### config.mk
export PLATFORM = sky130hd
export DESIGN_NAME = qr_data_segment_packer_unit
export DESIGN_NICKNAME = d
export VERILOG_FILES = /design/src/qdsp_pkg.sv /design/src/qr_data_segment_packer_unit.sv /design/src/qdsp_result_fifo.sv /design/src/qdsp_pack_core.sv
export SDC_FILE = /design/constraint.sdc
export NUM_CORES = 1
export LEC_CHECK = 0
export BUFFER_PORTS_ARGS = -buffer_cell sky130_fd_sc_hd__buf_4
export CAP_MARGIN = 20
export CORE_MARGIN = 5
export CORE_UTILIZATION = 51
export CTS_CLUSTER_DIAMETER = 150
export DETAILED_ROUTE_END_ITERATION = 7
export PLACE_DENSITY = 0.68
export SYNTH_ARGS = -nofsm -noshare
export SYNTH_HDL_FRONTEND = slang
export SYNTH_SLANG_ARGS = --single-unit
### constraint.sdc
create_clock -name clk -period 13.84 [get_ports clk]
set_input_delay 1.384 -clock clk [delete_from_list [all_inputs] [get_ports clk]]
set_output_delay 1.384 -clock clk [all_outputs]
set_load 0.01 [all_outputs]
### src/qdsp_pkg.sv
// Package for the QR data segment packer.
// Holds the command, mode and register codes, the shared structs and the
// character decode and count-width helper functions. No dependencies.
package qdsp_pkg;

    // Request commands.
    localparam logic [1:0] CMD_START = 2'd0;
    localparam logic [1:0] CMD_CHAR  = 2'd1;
    localparam logic [1:0] CMD_DRAIN = 2'd2;

    // Coding modes.
    localparam logic [1:0] MODE_NUMERIC = 2'd0;
    localparam logic [1:0] MODE_ALNUM   = 2'd1;
    localparam logic [1:0] MODE_BYTE    = 2'd2;

    // Configuration register indexes.
    localparam logic [1:0] CFG_MODE    = 2'd0;
    localparam logic [1:0] CFG_VERSION = 2'd1;
    localparam logic [1:0] CFG_DCC     = 2'd2;

    // Register reset values.
    localparam logic [1:0]  MODE_RESET    = MODE_BYTE;
    localparam logic [5:0]  VERSION_RESET = 6'd0;
    localparam logic [11:0] DCC_RESET     = 12'd19;

    // Pad codewords and terminator length.
    localparam logic [7:0] PAD_FIRST  = 8'hEC;
    localparam logic [7:0] PAD_SECOND = 8'h11;
    localparam logic [2:0] TERM_BITS  = 3'd4;

    // Result queue depth.
    localparam int RES_DEPTH = 4;

    typedef struct packed {
        logic [1:0]  command;
        logic [12:0] char_count;
        logic [7:0]  char_code;
    } qdsp_item_t;

    typedef struct packed {
        logic [1:0]  coding_mode;
        logic [5:0]  symbol_version;
        logic [11:0] data_codeword_count;
    } qdsp_cfg_t;

    typedef struct packed {
        logic [7:0] codeword;
        logic       last;
        logic       bad_char;
    } qdsp_result_t;

    // Up to two results written into the queue in one cycle, packed low.
    typedef struct packed {
        logic [1:0]   n;
        qdsp_result_t first;
        qdsp_result_t second;
    } qdsp_push_t;

    typedef struct packed {
        logic       ok;
        logic [5:0] value;
    } qdsp_char_t;

    // Version tier: 0 for versions below 9, 1 up to 25, 2 above.
    function automatic logic [1:0] version_tier(input logic [5:0] version);
        logic [1:0] t;
        if (version < 6'd9)
            t = 2'd0;
        else if (version < 6'd26)
            t = 2'd1;
        else
            t = 2'd2;
        return t;
    endfunction

    // Width of the character count field.
    function automatic logic [4:0] count_bits(input logic [1:0] mode, input logic [1:0] tier);
        logic [4:0] w;
        case (mode)
            MODE_NUMERIC: w = (tier == 2'd0) ? 5'd10 : ((tier == 2'd1) ? 5'd12 : 5'd14);
            MODE_ALNUM:   w = (tier == 2'd0) ? 5'd9  : ((tier == 2'd1) ? 5'd11 : 5'd13);
            default:      w = (tier == 2'd0) ? 5'd8  : 5'd16;
        endcase
        return w;
    endfunction

    // Decimal digit decode; anything else is invalid and reads as zero.
    function automatic qdsp_char_t digit_decode(input logic [7:0] c);
        qdsp_char_t r;
        r.ok    = 1'b0;
        r.value = 6'd0;
        if (c inside {[8'h30:8'h39]})
        begin
            r.ok    = 1'b1;
            r.value = 6'(c - 8'h30);
        end
        return r;
    endfunction

    // Alphanumeric decode over the 45-symbol set.
    function automatic qdsp_char_t alnum_decode(input logic [7:0] c);
        qdsp_char_t r;
        r.ok    = 1'b1;
        r.value = 6'd0;
        if (c inside {[8'h30:8'h39]})
            r.value = 6'(c - 8'h30);
        else if (c inside {[8'h41:8'h5A]})
            r.value = 6'(c - 8'h41 + 8'd10);
        else
        begin
            case (c)
                8'h20:   r.value = 6'd36;
                8'h24:   r.value = 6'd37;
                8'h25:   r.value = 6'd38;
                8'h2A:   r.value = 6'd39;
                8'h2B:   r.value = 6'd40;
                8'h2D:   r.value = 6'd41;
                8'h2E:   r.value = 6'd42;
                8'h2F:   r.value = 6'd43;
                8'h3A:   r.value = 6'd44;
                default: r.ok = 1'b0;
            endcase
        end
        return r;
    endfunction

endpackage

### src/qr_data_segment_packer_unit.sv
// Top level of the QR data segment packer: request register, configuration
// registers, packing core and result queue.
// Depends on qdsp_pkg, qdsp_pack_core and qdsp_result_fifo.
//
// Usage:
//   Requests arrive on req_valid/req_ready with command, char_count and
//   char_code. A start request emits the mode indicator and count field,
//   character requests pack characters, and each drain request emits one
//   closing codeword (terminator, zero fill or pad).
//   Codewords leave on cw_valid/cw_ready with codeword, last and bad_char.
//   A request causes zero, one or two codewords.
//   An accepted request waits in the request register until the queue has
//   room; it is then processed and its codewords go into the result queue.
//   Throughput: one request per cycle while the result queue has room for two
//   more codewords. The queue drains one codeword per cycle, so requests that
//   yield two codewords hold back the requests behind them.
//   Configuration registers are written through cfg_write/cfg_index/cfg_data;
//   the user must write them only while no request is in flight (not enforced).
//   Reset clears all packing state, empties the queue and sets byte mode,
//   version index 0 and 19 data codewords.
//   When the receiver stalls, codewords wait in a four-entry queue; once it
//   lacks room for two more, the request register holds and req_ready drops.
module qr_data_segment_packer_unit
    import qdsp_pkg::*;
#(
    parameter int MAX_DATA_CODEWORDS = 4096
)
(
    input  logic        clk,
    input  logic        rst_n,
    input  logic        req_valid,
    output logic        req_ready,
    input  logic [1:0]  command,
    input  logic [12:0] char_count,
    input  logic [7:0]  char_code,
    output logic        cw_valid,
    input  logic        cw_ready,
    output logic [7:0]  codeword,
    output logic        last,
    output logic        bad_char,
    input  logic        cfg_write,
    input  logic [1:0]  cfg_index,
    input  logic [11:0] cfg_data
);

    qdsp_cfg_t    cfg_reg;
    qdsp_item_t   item_reg;
    logic         item_valid_reg;
    logic         fire;
    logic [2:0]   level;
    qdsp_push_t   push;
    qdsp_result_t head;

    // Configuration register writes.
    always_ff @(posedge clk or negedge rst_n)
    begin
        if (!rst_n)
        begin
            cfg_reg.coding_mode         <= MODE_RESET;
            cfg_reg.symbol_version      <= VERSION_RESET;
            cfg_reg.data_codeword_count <= DCC_RESET;
        end
        else if (cfg_write)
        begin
            case (cfg_index)
                CFG_MODE:    cfg_reg.coding_mode         <= cfg_data[1:0];
                CFG_VERSION: cfg_reg.symbol_version      <= cfg_data[5:0];
                CFG_DCC:     cfg_reg.data_codeword_count <= cfg_data;
                default:
                begin
                end
            endcase
        end
    end

    // Request register: processed when the queue has room for two results.
    assign fire      = item_valid_reg && (level <= 3'(RES_DEPTH - 2));
    assign req_ready = !item_valid_reg || fire;

    always_ff @(posedge clk or negedge rst_n)
    begin
        if (!rst_n)
            item_valid_reg <= 1'b0;
        else if (req_ready)
            item_valid_reg <= req_valid;
    end

    always_ff @(posedge clk)
    begin
        if (req_valid && req_ready)
        begin
            item_reg.command    <= command;
            item_reg.char_count <= char_count;
            item_reg.char_code  <= char_code;
        end
    end

    qdsp_pack_core #(
        .MAX_DATA_CODEWORDS(MAX_DATA_CODEWORDS)
    ) u_core (
        .clk   (clk),
        .rst_n (rst_n),
        .fire  (fire),
        .item  (item_reg),
        .cfg   (cfg_reg),
        .push  (push)
    );

    qdsp_result_fifo u_fifo (
        .clk   (clk),
        .rst_n (rst_n),
        .push  (push),
        .pop   (cw_valid && cw_ready),
        .head  (head),
        .level (level)
    );

    // Result channel.
    assign cw_valid = level != 3'd0;
    assign codeword = head.codeword;
    assign last     = head.last;
    assign bad_char = head.bad_char;

endmodule

### src/qdsp_result_fifo.sv
// Small result queue for the QR data segment packer.
// Takes up to two results per cycle and gives one per cycle.
// Depends on qdsp_pkg.
module qdsp_result_fifo
    import qdsp_pkg::*;
(
    input  logic         clk,
    input  logic         rst_n,
    input  qdsp_push_t   push,
    input  logic         pop,
    output qdsp_result_t head,
    output logic [2:0]   level
);

    qdsp_result_t mem [RES_DEPTH];
    logic [1:0] wr_ptr_reg, wr_ptr_next;
    logic [1:0] rd_ptr_reg, rd_ptr_next;
    logic [2:0] level_reg, level_next;

    // Pointer and fill level update.
    always_comb
    begin
        wr_ptr_next = wr_ptr_reg + push.n;
        rd_ptr_next = rd_ptr_reg + {1'b0, pop};
        level_next  = level_reg + {1'b0, push.n} - {2'b00, pop};
    end

    always_ff @(posedge clk or negedge rst_n)
    begin
        if (!rst_n)
        begin
            wr_ptr_reg <= '0;
            rd_ptr_reg <= '0;
            level_reg  <= '0;
        end
        else
        begin
            wr_ptr_reg <= wr_ptr_next;
            rd_ptr_reg <= rd_ptr_next;
            level_reg  <= level_next;
        end
    end

    // Storage writes; the second result goes into the following slot.
    always_ff @(posedge clk)
    begin
        if (push.n != 2'd0)
            mem[wr_ptr_reg] <= push.first;
        if (push.n == 2'd2)
            mem[wr_ptr_reg + 2'd1] <= push.second;
    end

    assign head  = mem[rd_ptr_reg];
    assign level = level_reg;

    // The queue never holds more than its depth.
    a_level_bound: assert property (@(posedge clk) disable iff (!rst_n)
        level_reg <= 3'(RES_DEPTH))
        else $error("result queue over its depth");

    // A push only happens with room for two results.
    a_push_room: assert property (@(posedge clk) disable iff (!rst_n)
        push.n != 2'd0 |-> level_reg <= 3'(RES_DEPTH - 2))
        else $error("result pushed without room");

endmodule

### src/qdsp_pack_core.sv
// Packing core of the QR data segment packer: holds the bit accumulator,
// the character grouping and the closing-codeword state.
// Depends on qdsp_pkg.
module qdsp_pack_core
    import qdsp_pkg::*;
#(
    parameter int MAX_DATA_CODEWORDS = 4096
)
(
    input  logic       clk,
    input  logic       rst_n,
    input  logic       fire,
    input  qdsp_item_t item,
    input  qdsp_cfg_t  cfg,
    output qdsp_push_t push
);

    localparam int DONE_W = $clog2(MAX_DATA_CODEWORDS + 1);
    localparam logic [12:0] MAX_LIM = 13'(MAX_DATA_CODEWORDS);

    logic [7:0]        partial_reg, partial_next;
    logic [2:0]        pos_reg, pos_next;
    logic [DONE_W-1:0] done_reg, done_next;
    logic [12:0]       chars_left_reg, chars_left_next;
    logic [6:0]        held_val_reg, held_val_next;
    logic [1:0]        held_size_reg, held_size_next;
    logic [2:0]        term_reg, term_next;
    logic              pad_toggle_reg, pad_toggle_next;
    logic              err_reg, err_next;

    logic [12:0] lim;
    logic [12:0] done_ext;
    logic [1:0]  mode_idx;
    qdsp_char_t  dv;
    qdsp_char_t  av;
    logic [10:0] num_acc;
    logic [12:0] aln_acc;
    logic [4:0]  cbits;
    logic [3:0]  indicator;
    logic [7:0]  base_partial;
    logic [2:0]  base_pos;
    logic [12:0] base_done;
    logic [19:0] put_val;
    logic [4:0]  put_n;
    logic [4:0]  shamt;
    logic [4:0]  total;
    logic [23:0] win;
    logic [3:0]  room;
    logic        e0;
    logic        e1;
    qdsp_push_t  push_c;

    // Effective codeword limit and shared decodes.
    always_comb
    begin
        lim       = ({1'b0, cfg.data_codeword_count} > MAX_LIM) ? MAX_LIM
                                                               : {1'b0, cfg.data_codeword_count};
        done_ext  = 13'(done_reg);
        mode_idx  = (cfg.coding_mode == 2'd3) ? MODE_BYTE : cfg.coding_mode;
        dv        = digit_decode(item.char_code);
        av        = alnum_decode(item.char_code);
        num_acc   = 11'(held_val_reg) * 11'd10 + 11'(dv.value);
        aln_acc   = 13'(held_val_reg) * 13'd45 + 13'(av.value);
        cbits     = count_bits(mode_idx, version_tier(cfg.symbol_version));
        indicator = 4'b0001 << mode_idx;
    end

    // Per-command state update and bit packing.
    always_comb
    begin
        partial_next    = partial_reg;
        pos_next        = pos_reg;
        done_next       = done_reg;
        chars_left_next = chars_left_reg;
        held_val_next   = held_val_reg;
        held_size_next  = held_size_reg;
        term_next       = term_reg;
        pad_toggle_next = pad_toggle_reg;
        err_next        = err_reg;
        base_partial    = partial_reg;
        base_pos        = pos_reg;
        base_done       = done_ext;
        put_val         = '0;
        put_n           = '0;
        room            = 4'd8 - {1'b0, pos_reg};
        push_c          = '0;

        // Command decode: choose the bits to append.
        case (item.command)
            CMD_START:
            begin
                base_partial    = '0;
                base_pos        = '0;
                base_done       = '0;
                chars_left_next = item.char_count;
                held_val_next   = '0;
                held_size_next  = '0;
                term_next       = TERM_BITS;
                pad_toggle_next = 1'b0;
                err_next        = 1'b0;
                put_val = (20'(indicator) << cbits)
                        | (20'(item.char_count) & ((20'd1 << cbits) - 20'd1));
                put_n   = 5'd4 + cbits;
            end
            CMD_CHAR:
            begin
                if (chars_left_reg != 13'd0)
                begin
                    chars_left_next = chars_left_reg - 13'd1;
                    case (mode_idx)
                        MODE_NUMERIC:
                        begin
                            if (!dv.ok)
                                err_next = 1'b1;
                            if (held_size_reg >= 2'd2)
                            begin
                                put_val        = 20'(num_acc[9:0]);
                                put_n          = 5'd10;
                                held_val_next  = '0;
                                held_size_next = '0;
                            end
                            else if (chars_left_reg == 13'd1)
                            begin
                                // Trailing pair or single digit closes the segment.
                                put_val        = 20'(num_acc[6:0]);
                                put_n          = (held_size_reg == 2'd1) ? 5'd7 : 5'd4;
                                held_val_next  = '0;
                                held_size_next = '0;
                            end
                            else
                            begin
                                held_val_next  = num_acc[6:0];
                                held_size_next = held_size_reg + 2'd1;
                            end
                        end
                        MODE_ALNUM:
                        begin
                            if (!av.ok)
                                err_next = 1'b1;
                            if (held_size_reg != 2'd0)
                            begin
                                put_val        = 20'(aln_acc[10:0]);
                                put_n          = 5'd11;
                                held_val_next  = '0;
                                held_size_next = '0;
                            end
                            else if (chars_left_reg == 13'd1)
                            begin
                                put_val        = 20'(av.value);
                                put_n          = 5'd6;
                                held_val_next  = '0;
                                held_size_next = '0;
                            end
                            else
                            begin
                                held_val_next  = 7'(av.value);
                                held_size_next = 2'd1;
                            end
                        end
                        default:
                        begin
                            put_val = 20'(item.char_code);
                            put_n   = 5'd8;
                        end
                    endcase
                end
            end
            default:
            begin
            end
        endcase

        // Append the bits MSB first into a 24-bit window.
        shamt = 5'd24 - 5'(base_pos) - put_n;
        total = 5'(base_pos) + put_n;
        win   = {base_partial, 16'd0} | (24'(put_val) << shamt);
        e0    = (total[4:3] != 2'd0) && (base_done < lim);
        e1    = (total[4:3] == 2'd2) && ((base_done + 13'd1) < lim);
        pos_next = total[2:0];
        case (total[4:3])
            2'd0:    partial_next = win[23:16];
            2'd1:    partial_next = win[15:8];
            default: partial_next = win[7:0];
        endcase
        push_c.n               = {1'b0, e0} + {1'b0, e1};
        push_c.first.codeword  = win[23:16];
        push_c.first.last      = (base_done + 13'd1) == lim;
        push_c.first.bad_char  = err_next;
        push_c.second.codeword = win[15:8];
        push_c.second.last     = (base_done + 13'd2) == lim;
        push_c.second.bad_char = err_next;
        done_next = DONE_W'(base_done + 13'(push_c.n));

        // Drain tick: one closing codeword, terminator first, then pads.
        if (item.command == CMD_DRAIN)
        begin
            push_c = '0;
            if (done_ext < lim)
            begin
                push_c.n              = 2'd1;
                push_c.first.last     = (done_ext + 13'd1) == lim;
                push_c.first.bad_char = err_reg;
                done_next             = DONE_W'(done_ext + 13'd1);
                partial_next          = '0;
                pos_next              = '0;
                if (pos_reg != 3'd0)
                begin
                    push_c.first.codeword = partial_reg;
                    term_next = ({1'b0, term_reg} > room) ? 3'({1'b0, term_reg} - room) : 3'd0;
                end
                else if (term_reg != 3'd0)
                begin
                    push_c.first.codeword = 8'd0;
                    term_next = 3'd0;
                end
                else
                begin
                    push_c.first.codeword = pad_toggle_reg ? PAD_SECOND : PAD_FIRST;
                    pad_toggle_next = ~pad_toggle_reg;
                end
            end
        end
    end

    assign push = fire ? push_c : '0;

    // State registers advance only when an item is processed.
    always_ff @(posedge clk or negedge rst_n)
    begin
        if (!rst_n)
        begin
            partial_reg    <= '0;
            pos_reg        <= '0;
            done_reg       <= '0;
            chars_left_reg <= '0;
            held_val_reg   <= '0;
            held_size_reg  <= '0;
            term_reg       <= TERM_BITS;
            pad_toggle_reg <= 1'b0;
            err_reg        <= 1'b0;
        end
        else if (fire)
        begin
            partial_reg    <= partial_next;
            pos_reg        <= pos_next;
            done_reg       <= done_next;
            chars_left_reg <= chars_left_next;
            held_val_reg   <= held_val_next;
            held_size_reg  <= held_size_next;
            term_reg       <= term_next;
            pad_toggle_reg <= pad_toggle_next;
            err_reg        <= err_next;
        end
    end

    // At most two characters are ever held back.
    a_held_size: assert property (@(posedge clk) disable iff (!rst_n)
        held_size_reg <= 2'd2)
        else $error("held group too large");

    // The final codeword can only be the later one of a pair.
    a_last_order: assert property (@(posedge clk) disable iff (!rst_n)
        push.n == 2'd2 |-> !push.first.last)
        else $error("final codeword followed by another");

    // After the final codeword the count sits at the limit.
    a_last_count: assert property (@(posedge clk) disable iff (!rst_n)
        (push.n == 2'd1 && push.first.last) || (push.n == 2'd2 && push.second.last)
        |=> done_ext == $past(lim))
        else $error("codeword count off after final codeword");

endmodule

== Word level (Yosys, flattened, before mapping) ==
Memories as Yosys holds them, arrays and structs flattened.
Cells that the tools add are included.

* Bits in registers: 102
* RAM bits: 40
* Memories kept: 1

{| class="wikitable"
|+ Memory list
! memory !! words !! width !! rd ports !! clocked after memory_dff !! wr ports !! RTL line !! RTL
|-
| u_fifo.mem || 4 || 10 || 1 || 0 || 2 || qdsp_result_fifo.sv:15 || <nowiki>qdsp_result_t mem [RES_DEPTH];</nowiki>
|}

* Add/sub/neg operators: 24
* Multipliers: 2
* Magnitude comparators: 13
* Equality and inequality tests: 26
* Shift operators: 4
* Multiplexer cells: 84
* Bitwise gates (word level): 4
* Reduce and logical (&&, ||, !) cells: 28

{| class="wikitable"
|+ Operators with widths
! operator !! number
|-
| case mux 20 bit (2 select lines) || 2
|-
| equality test 8 x 6 -> 1 bit (second input constant) || 9
|-
| 2-to-1 mux 13 bit || 5
|-
| 2-to-1 mux 20 bit || 3
|-
| case mux 6 bit (9 select lines) || 1
|-
| 2-to-1 mux 8 bit || 6
|-
| 2-to-1 mux 22 bit || 2
|-
| 2-to-1 mux 7 bit || 6
|-
| equality test 13 bit || 3
|-
| less-than comparator 13 bit || 3
|-
| 2-to-1 mux 5 bit || 7
|-
| 2-to-1 mux 3 bit || 11
|-
| case mux 5 bit (2 select lines) || 3
|-
| case mux 7 bit (2 select lines) || 2
|-
| adder 13 x 1 -> 13 bit (second input constant) || 2
|-
| case mux 13 bit (2 select lines) || 1
|-
| 2-to-1 mux 6 bit || 4
|-
| OR 24 bit || 1
|-
| left shift 20 x 5 -> 24 bit || 1
|-
| AND 13 x 20 -> 20 bit || 1
|-
| OR 20 bit || 1
|-
| left shift 1 x 5 -> 20 bit (first input constant) || 1
|-
| left shift 4 x 5 -> 20 bit || 1
|-
| subtractor 20 x 1 -> 20 bit (second input constant) || 1
|-
| 56 further kinds || 108
|}

== Longest topological paths before layout ==
Gate-level depths: netlist (run 1).

* Depth in word-level cells: 19
* Mapped depth: 30
* Depth with buffers taken out: 27

== Cells and area by module ==
Synthesis (run 1) repeated with hierarchy kept, for this count alone.

* Cells, all modules: 1,487
* Area total of the unflattened synthesis: 13,281.5 um^2

{| class="wikitable"
|+ By module, submodules not included
! module !! instances !! cells each !! area each (um^2)
|-
| qdsp_pack_core || 1 || 1,278 || 9,248.9
|-
| qdsp_result_fifo || 1 || 133 || 2,489.9
|-
| qr_data_segment_packer_unit || 1 || 76 || 1,542.7
|}

== Worst setup path after synthesis (run 1) ==
Ideal clock, no wire load.

* Path kind: register to register
* Start point: register item_reg[21] in the netlist's numbering
* End point: memory u_fifo.mem[2][0] in the netlist's numbering (enable)
* Setup time: 391 ps
* Data arrival time: 5,115 ps
* Required time: 13,449 ps
* Setup slack: 8,334 ps
* Stages on the path, launching flop included: 26
* Clock period less this slack: 5,506 ps
* Cells stage by stage: edfxtp_1 -> or2_2 -> clkbuf_1 -> clkbuf_1 -> clkbuf_1 -> clkbuf_1 -> nand2_1 -> inv_1 -> ha_1 -> nand3_1 -> xnor2_1 -> ha_1 -> a21o_1 -> a21o_1 -> a21oi_1 -> o21ai_0 -> a21o_1 -> a21o_1 -> a21oi_1 -> ha_1 -> nand2_1 -> nor2_1 -> nand2_1 -> nor2_1 -> inv_1 -> o21ai_0

{| class="wikitable"
|+ RTL lines
! element !! RTL line !! RTL
|-
| from (decl) || qr_data_segment_packer_unit.sv:47 || <nowiki>qdsp_item_t item_reg;</nowiki>
|-
| to (decl) || qdsp_result_fifo.sv:15 ||
|}

== Worst setup path in the final report (run 1) ==
* Start point: register item_reg[21] in the netlist's numbering
* End point: register u_core.done_reg[10] (netlist: u_core.done_ext[10])

* Word-level cells in the longest chain between the ends: 9
* Elaborated cells between the ends (all ways): 18
* Those cells by class: 4 x add/sub; 2 x order compare; 3 x eq/ne; 5 x mux; 4 x reduce/logical

{| class="wikitable"
|+ Ends and longest elaborated chain
! element !! RTL line !! RTL
|-
| zero test 2 bit or equality test 2 x 1 -> 1 bit (tied branches) || qdsp_pack_core.sv:89 || <nowiki>case (item.command)</nowiki>
|-
| 2-to-1 mux 13 bit, or another cell as far along || qdsp_pack_core.sv:89 ||
|-
| adder 13 x 1 -> 13 bit or adder 3 x 5 -> 5 bit (tied branches) || qdsp_pack_core.sv:178, qdsp_pack_core.sv:175 ||
|-
| less-than comparator 13 bit, or another cell as far along || qdsp_pack_core.sv:178 || <nowiki>e1 = (total[4:3] == 2'd2) && ((base_done + 13'd1) < lim);</nowiki>
|-
| logical AND 1 bit (on tied branches) || qdsp_pack_core.sv:178, qdsp_pack_core.sv:177 ||
|-
| adder 1 x 1 -> 2 bit || qdsp_pack_core.sv:185 || <nowiki>push_c.n = {1'b0, e0} + {1'b0, e1};</nowiki>
|-
| adder 13 x 2 -> 13 bit || qdsp_pack_core.sv:192 || <nowiki>done_next = DONE_W'(base_done + 13'(push_c.n));</nowiki>
|-
| 2-to-1 mux 13 bit || qdsp_pack_core.sv:198 || <nowiki>if (done_ext < lim)</nowiki>
|-
| 2-to-1 mux 13 bit * || qdsp_pack_core.sv:195 || <nowiki>if (item.command == CMD_DRAIN)</nowiki>
|-
| to (signal assigned) || qdsp_pack_core.sv:246 || <nowiki>done_reg <= done_next;</nowiki>
|-
| to (decl) || qdsp_pack_core.sv:23 || <nowiki>logic [DONE_W-1:0] done_reg, done_next;</nowiki>
|}

Every way passes the cells marked *; elsewhere a longest branch is shown, timed or not.
A chain may end at the register's enable or synchronous reset.

==> results of run 1 <==
==> metal layers <==
layer	track usage, %	wire [um]
met1	37.23	17470
met2	44.04	18830
met3	4.801	2788
met4	8.715	1233
met5	0	0
==> power groups by stage <==
stage / Combinational [W] / Sequential, W / Clock, W
global placement: 0.00179 / 0.000726 / 0
finish: 0.00187 / 0.000725 / 0.000477
floorplan: 0.00140 / 0.000637 / 0
global route: 0.00204 / 0.000743 / 0.000502
detailed placement: 0.00182 / 0.000730 / 0
CTS: 0.00183 / 0.000722 / 0.000479
==> metrics by stage <==
step,area [sq um],hold slack [ps],worst slack [ps]
6_report,14660,499.7,7099
5_1_grt,14660,524.7,6571
4_1_cts,14660,497.5,7293
3_5_place_dp,14050,483.1,7291
3_3_place_gp,14040,483.2,7483
2_1_floorplan,13430,460.4,8334
==> cells in the mapped netlist, types with 41 or more instances <==
| cell | number | share of area [%] |
|---|---|---|
| nor2_1 | 124 | 3.5 |
| nand3_1 | 41 | 1.5 |
| xnor2_1 | 42 | 2.7 |
| dfrtp_1 | 74 | 14 |
| a21oi_1 | 84 | 3.1 |
| edfxtp_1 | 63 | 14 |
| nand2_1 | 135 | 3.8 |
| clkbuf_1 | 83 | 2.3 |
| nor3_1 | 45 | 1.7 |
| o21ai_0 | 83 | 3.1 |
| ha_1 | 115 | 11 |
| inv_1 | 99 | 2.8 |
==> area by class of cell <==
type                    count  area share, %
multi-input cells        1234          60.31
repair buffers             72          3.670
well taps                 335          2.859
inverters                 100          2.560
clock inverters            15          1.272
flip-flops and latches    142          26.43
clock buffers              17          2.902
==> path summary, 6_finish.rpt <==
| check | start | to | slack [ps] |
|---|---|---|---|
| min in group asynchronous | rst_n | u_fifo.rd_ptr_reg[0]$_DFF_PN0_ | 840 |
| min reg2reg | u_fifo.level[2]$_DFF_PN0_ | u_fifo.level[2]$_DFF_PN0_ | 500 |
| max in group asynchronous | rst_n | cfg_reg[3]$_DFFE_PN0P_ | 11850 |
| max | item_reg[21]$_DFFE_PP_ | u_core.done_ext[10]$_DFFE_PN0P_ | 7100 |
| min | u_fifo.level[2]$_DFF_PN0_ | u_fifo.level[2]$_DFF_PN0_ | 500 |
| max reg2reg | item_reg[21]$_DFFE_PP_ | u_core.done_ext[10]$_DFFE_PN0P_ | 7100 |
==> worst reg2reg max path, delay by kind of cell (launching register included) <==
kind / cells / cell delay (ps)
adder cells (fa/ha/maj): 5 / 1400
multiplexers: 1 / 240
AND/OR/NAND/NOR: 8 / 2250
buffers and inverters: 3 / 570
XOR/XNOR: 1 / 160
AO/OA/AOI/OAI: 8 / 1280
flip-flops: 1 / 730
==> cell families (layout without fill, tap and decap cells) <==
| family | Yosys count | count (layout) | share of synthesized area, % |
|---|---|---|---|
| and+or+nand+nor | 516 | 516 | 19.18 |
| xor gates and xnor gates | 67 | 67 | 4.372 |
| adders and majority gates | 133 | 133 | 13.40 |
| buffers and inverters | 189 | 204 | 5.350 |
| muxes | 52 | 52 | 5.015 |
| AOI/OAI and AO/OA | 464 | 464 | 23.78 |
| DFF | 142 | 142 | 28.87 |
| other | 1 | 2 | 0.02794 |
==> results.json, run 1 <==
{
  "outcome": "finished, final reports clean",
  "ant_nets": 0,
  "grt_overflow": 0,
  "clk_latency_ps": 440,
  "die_y_um": 172.2,
  "crit_arrival_ps": 7070,
  "diodes": 0,
  "path_clk_slew_ps": 80,
  "p_comb_share_pct": 60.9,
  "crit_cells": 26,
  "clockRootBuffer": "clkbuf_16",
  "cts_num_sinks": 142,
  "die-area_sq_mm": 0.02966,
  "ctsHtreeMaxLevel": 4,
  "cts_setup_buffers": 0,
  "crit_buf_inv": 3,
  "critPathMaxStageDelay_ps": 730,
  "powerDensity_mw_per_mm2": 209.8,
  "p_sw_share_pct": 51.25,
  "finalSetupTns_ps": 0,
  "pwr-share-seq_pct": 23.6,
  "die_w_um": 172.2,
  "worst-setup-path-type": "register to register",
  "setup_viol": 0,
  "hold_buffers": 0,
  "vias_per_cell": 6.513,
  "dp_cells": 1883,
  "p_leak_nw": 6.091,
  "fin_crit_ps": 6741,
  "syn_inst": 1564,
  "io_buffers": 53,
  "power.total_w": 0.003075,
  "cts_buffer_depth": 2,
  "cts_made_buffers": 17,
  "first_global_vias": 11850,
  "largest_reg_flops": 40,
  "seqCellArea_sq_mm": 0.003875,
  "critPathTopFamily": "simple AND/OR/NAND/NOR gates",
  "wl_mm": 40.32,
  "rows": 59,
  "grt_pass1_wl_mm": 64.09,
  "area_growth_pct": 9.219,
  "fmax_mhz": 148.3,
  "hold_path_depth": 1,
  "most-common-layout-cells": "135 x nand2_1, 123 x nor2_1, 115 x ha_1",
  "antenna_found_initial": 0,
  "cp.required_ps": 14170,
  "fillCellCount": 2337,
  "synth_area_sq_mm": 0.01342,
  "reg2regPathDepth": 26,
  "p_int_w": 0.001499,
  "design.core.area_sq_mm": 0.02598,
  "synthDistinctLibCells": 94,
  "critPathSlowestCell": "edfxtp_1",
  "utilization_pct": 56.42,
  "synth_edf_count": 63,
  "synth_flop_cell": "dfrtp_1",
  "dp_hpwl_mm": 30.40,
  "crit_top_cell": "ha_1",
  "fin_nets": 1742,
  "ys_seq_area_share_pct": 28.87,
  "async_reset_ff_share_pct": 55.63,
  "clock_power_share_pct": 15.5,
  "tightest_slew_ps": 1056,
  "drv_slew": 0,
  "drive_gt1_share_pct": 10.38,
  "ios": 54,
  "ys_seq_elements": 142,
  "multi_input_area_sq_mm": 0.008841,
  "final_hold_viol_count": 0,
  "num_vias": 12470,
  "yosys_warnings": 0,
  "drv_cap": 0,
  "initial_utilization_pct": 51.66,
  "post_cts_resized": 0,
  "setup.worst_path.end_class": "register",
  "cp_max_fo": 37,
  "drc": 0,
  "cts_tree": "built",
  "first_pass_iters": 6,
  "syn_avg_cell_area_sq_um": 8.582,
  "hp-class": "register to register",
  "grt_max_degree": 57,
  "track_usage_pct": 27.20,
  "drtIter0Drc": 1428,
  "skew_ps": 16.56,
  "min_period_over_period_pct": 48.71,
  "power_switching_w": 0.001576,
  "rsz0062_at_grt": "no",
  "gp_congestion": 0.9693,
  "instances_no_fill": 1915,
  "startpoint_type": "register",
  "slew_headroom_pct": 29.63,
  "wl_per_cell_um": 21.06,
  "final_common_cell": "nand2_1",
  "ir_drop_mv": 0.1343
}
Power figures use the tool's default switching activity.
==> inputs of run 2 (changes only) <==
--- a/config.mk
+++ b/config.mk
@@ -5,6 +5,7 @@
 export SDC_FILE = /design/constraint.sdc
 export NUM_CORES = 1
 export LEC_CHECK = 0
+export ABC_AREA = 1
 export BUFFER_PORTS_ARGS = -buffer_cell sky130_fd_sc_hd__buf_4
 export CAP_MARGIN = 20
 export CORE_MARGIN = 5
==> constraint.sdc (replaced) <==
create_clock -name clk -period 6.5 [get_ports clk]
set_input_delay 0.65 -clock clk [delete_from_list [all_inputs] [get_ports clk]]
set_output_delay 0.65 -clock clk [all_outputs]
set_load 0.01 [all_outputs]
==> run 2 against run 1 <==
Net effect: clock-buffer cell count is the same; area after synthesis down 0.62%; design area fell by 0.19%; clock power up 120%; worst setup slack worse by 6000 ps; first-iteration DRC count is 2.1% lower.
==> results.json, run 2 <==
{
  "ys_seq_elements": 142,
  "cts_made_buffers": 17,
  "cts_num_sinks": 142,
  "die_w_um": 171.7,
  "ant_nets": 0,
  "synth_edf_count": 63,
  "clockRootBuffer": "clkbuf_16",
  "drive_gt1_share_pct": 11.12,
  "cp.required_ps": 6800,
  "yosysMostFrequentCell": "nand2_1",
  "worst-setup-path-type": "register to register",
  "yosys-top-cells-area": "edfxtp_1 14%, dfrtp_1 14%, nand2_1 11%",
  "finalSetupTns_ps": 0,
  "tightest_slew_ps": 933.6,
  "outcome": "finished, final reports clean",
  "cts_tree": "built",
  "placed_area_sq_mm": 0.01402,
  "grt_pass1_wl_mm": 62.34,
  "setup_viol": 0,
  "p_leak_nw": 6.877,
  "rr_startpoint": "item_reg[21]$_DFFE_PP_",
  "ios": 54,
  "wl_per_cell_um": 17.25,
  "hold_ws_ps": 103.7,
  "drtIter0Drc": 1398,
  "initial_utilization_pct": 51.48,
  "synth_flop_cell": "dfrtp_1",
  "critPathSlowestCell": "edfxtp_1",
  "fin_nets": 2032,
  "final_hold_viol_count": 0,
  "min_period_over_period_pct": 83.18,
  "synthDistinctLibCells": 66,
  "synth_area_sq_mm": 0.01334,
  "critPathTopFamily": "simple AND/OR/NAND/NOR gates",
  "antenna_found_initial": 0,
  "cp_max_fo": 23,
  "powerDensity_mw_per_mm2": 521.2,
  "cts_setup_buffers": 0,
  "grt_max_degree": 59,
  "wl_mm": 38.03,
  "drv_cap": 0,
  "hp-class": "primary input to asynchronous set/reset pin",
  "die-area_sq_mm": 0.02949,
  "critPathMaxStageDelay_ps": 630,
  "area_growth_pct": 9.689,
  "die_y_um": 171.7,
  "crit_buf_inv": 5,
  "vias_per_cell": 5.760,
  "ctsHtreeMaxLevel": 4,
  "fin_area_sq_mm": 0.01463,
  "cts_buffer_depth": 2,
  "fillCellCount": 2434,
  "final_common_cell": "nand2_1",
  "rows": 59,
  "rsz0062_at_grt": "no",
  "first_pass_iters": 6,
  "dp_hpwl_mm": 29.12,
  "grt_overflow": 0,
  "yosys_warnings": 0,
  "design.core.area_sq_mm": 0.02591,
  "largest_reg_flops": 40,
  "synth_top_cell_by_area": "edfxtp_1",
  "gp_congestion": 0.9584,
  "yosysTopAreaCellShare_pct": 14.18,
  "power.total_w": 0.007627,
  "crit_top_cell": "nand2_1",
  "synth_common_cells": "386 x nand2_1, 220 x inv_1, 176 x nand3_1",
  "hold_buffers": 0,
  "syn_avg_cell_area_sq_um": 7.310,
  "drc": 0,
  "fin_crit_ps": 5407,
  "io_buffers": 53,
  "post_cts_resized": 0,
  "skew_ps": 19.19,
  "syn_inst": 1825,
  "fmax_mhz": 185.0,
  "clk_latency_ps": 440,
  "ys_seq_area_share_pct": 29.05,
  "startpoint_type": "register",
  "first_global_vias": 12000,
  "ff2ff_setup_slack_ps": 1090,
  "track_usage_pct": 26.30,
  "async_reset_ff_share_pct": 55.63,
  "diodes": 0,
  "reg2regPathDepth": 26,
  "slew_headroom_pct": 37.69,
  "most-common-layout-cells": "386 x nand2_1, 220 x inv_1, 176 x nand3_1",
  "ir_drop_mv": 0.2923,
  "drv_slew": 0,
  "r2r_end": "u_core.done_ext[10]$_DFFE_PN0P_",
  "crit_arrival_ps": 5700,
  "num_vias": 12700,
  "path_clk_slew_ps": 80,
  "setup.worst_path.end_class": "register"
}
[run 2: cell types whose count changed in the layout (fill, tap and decap cells not counted), sizes merged, moves of 20 or more]
cell   previous run  this run
nand3            41       186
nor3             46        20
o21ai            99       174
xnor2            42        15
mux2             22         0
mux2i            20         0
nand2           135       402
xor2             25        45
nor2            124       167
inv             107       253
[run 2: final cells by class]
class / count / area (sq um) / share of cell area [%]
clock buffer: 17 / 425.4 / 2.907
clock inverter: 15 / 190.2 / 1.300
inverter: 249 / 944.7 / 6.456
multi-input combinational: 1382 / 8290 / 56.66
sequential: 142 / 3875 / 26.48
tap: 335 / 419.2 / 2.864
timing repair buffer: 65 / 488.0 / 3.335
[run 2: logic make-up (layout without fill, tap and decap cells)]
logic type | Yosys count | count (layout) | share of synthesized area, %
flip-flops | 142 | 142 | 29.05
other | 1 | 2 | 0.02811
adder cells (fa/ha/maj) | 133 | 133 | 13.49
AND/OR/NAND/NOR | 838 | 838 | 29.16
buffers and inverters | 302 | 346 | 8.920
XOR/XNOR | 60 | 60 | 3.996
AO/OA/AOI/OAI | 349 | 349 | 15.36
[run 2: power breakdown]
part           switching, W  internal (W)  total, W
Combinational       0.00342       0.00161   0.00503
Clock              0.000474      0.000588   0.00106
Sequential         0.000260       0.00127   0.00153
Total               0.00415       0.00347   0.00763
[run 2: worst max-delay path by stage]
stage	start	to	slack, ps	depth (start not counted)
after global placement	item_reg[21]$_DFFE_PP_	u_core.done_ext[10]$_DFFE_PN0P_	1400	24
final	item_reg[21]$_DFFE_PP_	u_core.done_ext[10]$_DFFE_PN0P_	1090	26
after CTS	u_core.chars_left_reg[0]$_DFFE_PN0P_	u_core.done_ext[10]$_DFFE_PN0P_	1160	29
after detailed placement	u_core.chars_left_reg[0]$_DFFE_PN0P_	u_core.done_ext[10]$_DFFE_PN0P_	1230	30
after global routing	u_core.chars_left_reg[0]$_DFFE_PN0P_	u_core.done_ext[9]$_DFFE_PN0P_	650	31
after floorplan	item_reg[22]$_DFFE_PP_	u_fifo.mem[0][0]$_DFFE_PP_	1600	23
[run 2: worst register-to-register path: cells and delay by family (launching register included)]
kind / cells / cell delay [ps]
simple gates: 10 / 1620
fa+ha+maj: 4 / 1230
compound gates: 5 / 720
flops: 1 / 630
buf+inv: 5 / 610
xor+xnor: 2 / 430
[run 2: metrics by stage]
stage / setup WS (ps) / cells / utilization, %
2_1_floorplan: 1598 / 1826 / -
3_3_place_gp: 1400 / 2173 / 54.10
3_5_place_dp: 1232 / 2173 / 54.10
4_1_cts: 1158 / 2205 / 56.47
5_1_grt: 648.9 / 2205 / 56.47
6_report: 1093 / 2205 / 56.47
[run 2: per-layer routing]
layer | part of all wire (%) | track usage [%] | vias to the layer above | routed length, um
li1 | - | - | 6219 | -
met1 | 47 | 39.46 | 5918 | 17880
met2 | 44 | 40.75 | 503 | 16660
met3 | 6.8 | 2.712 | 61 | 2592
met4 | 2.4 | 6.801 | 0 | 894
met5 | 0 | 0 | - | 0
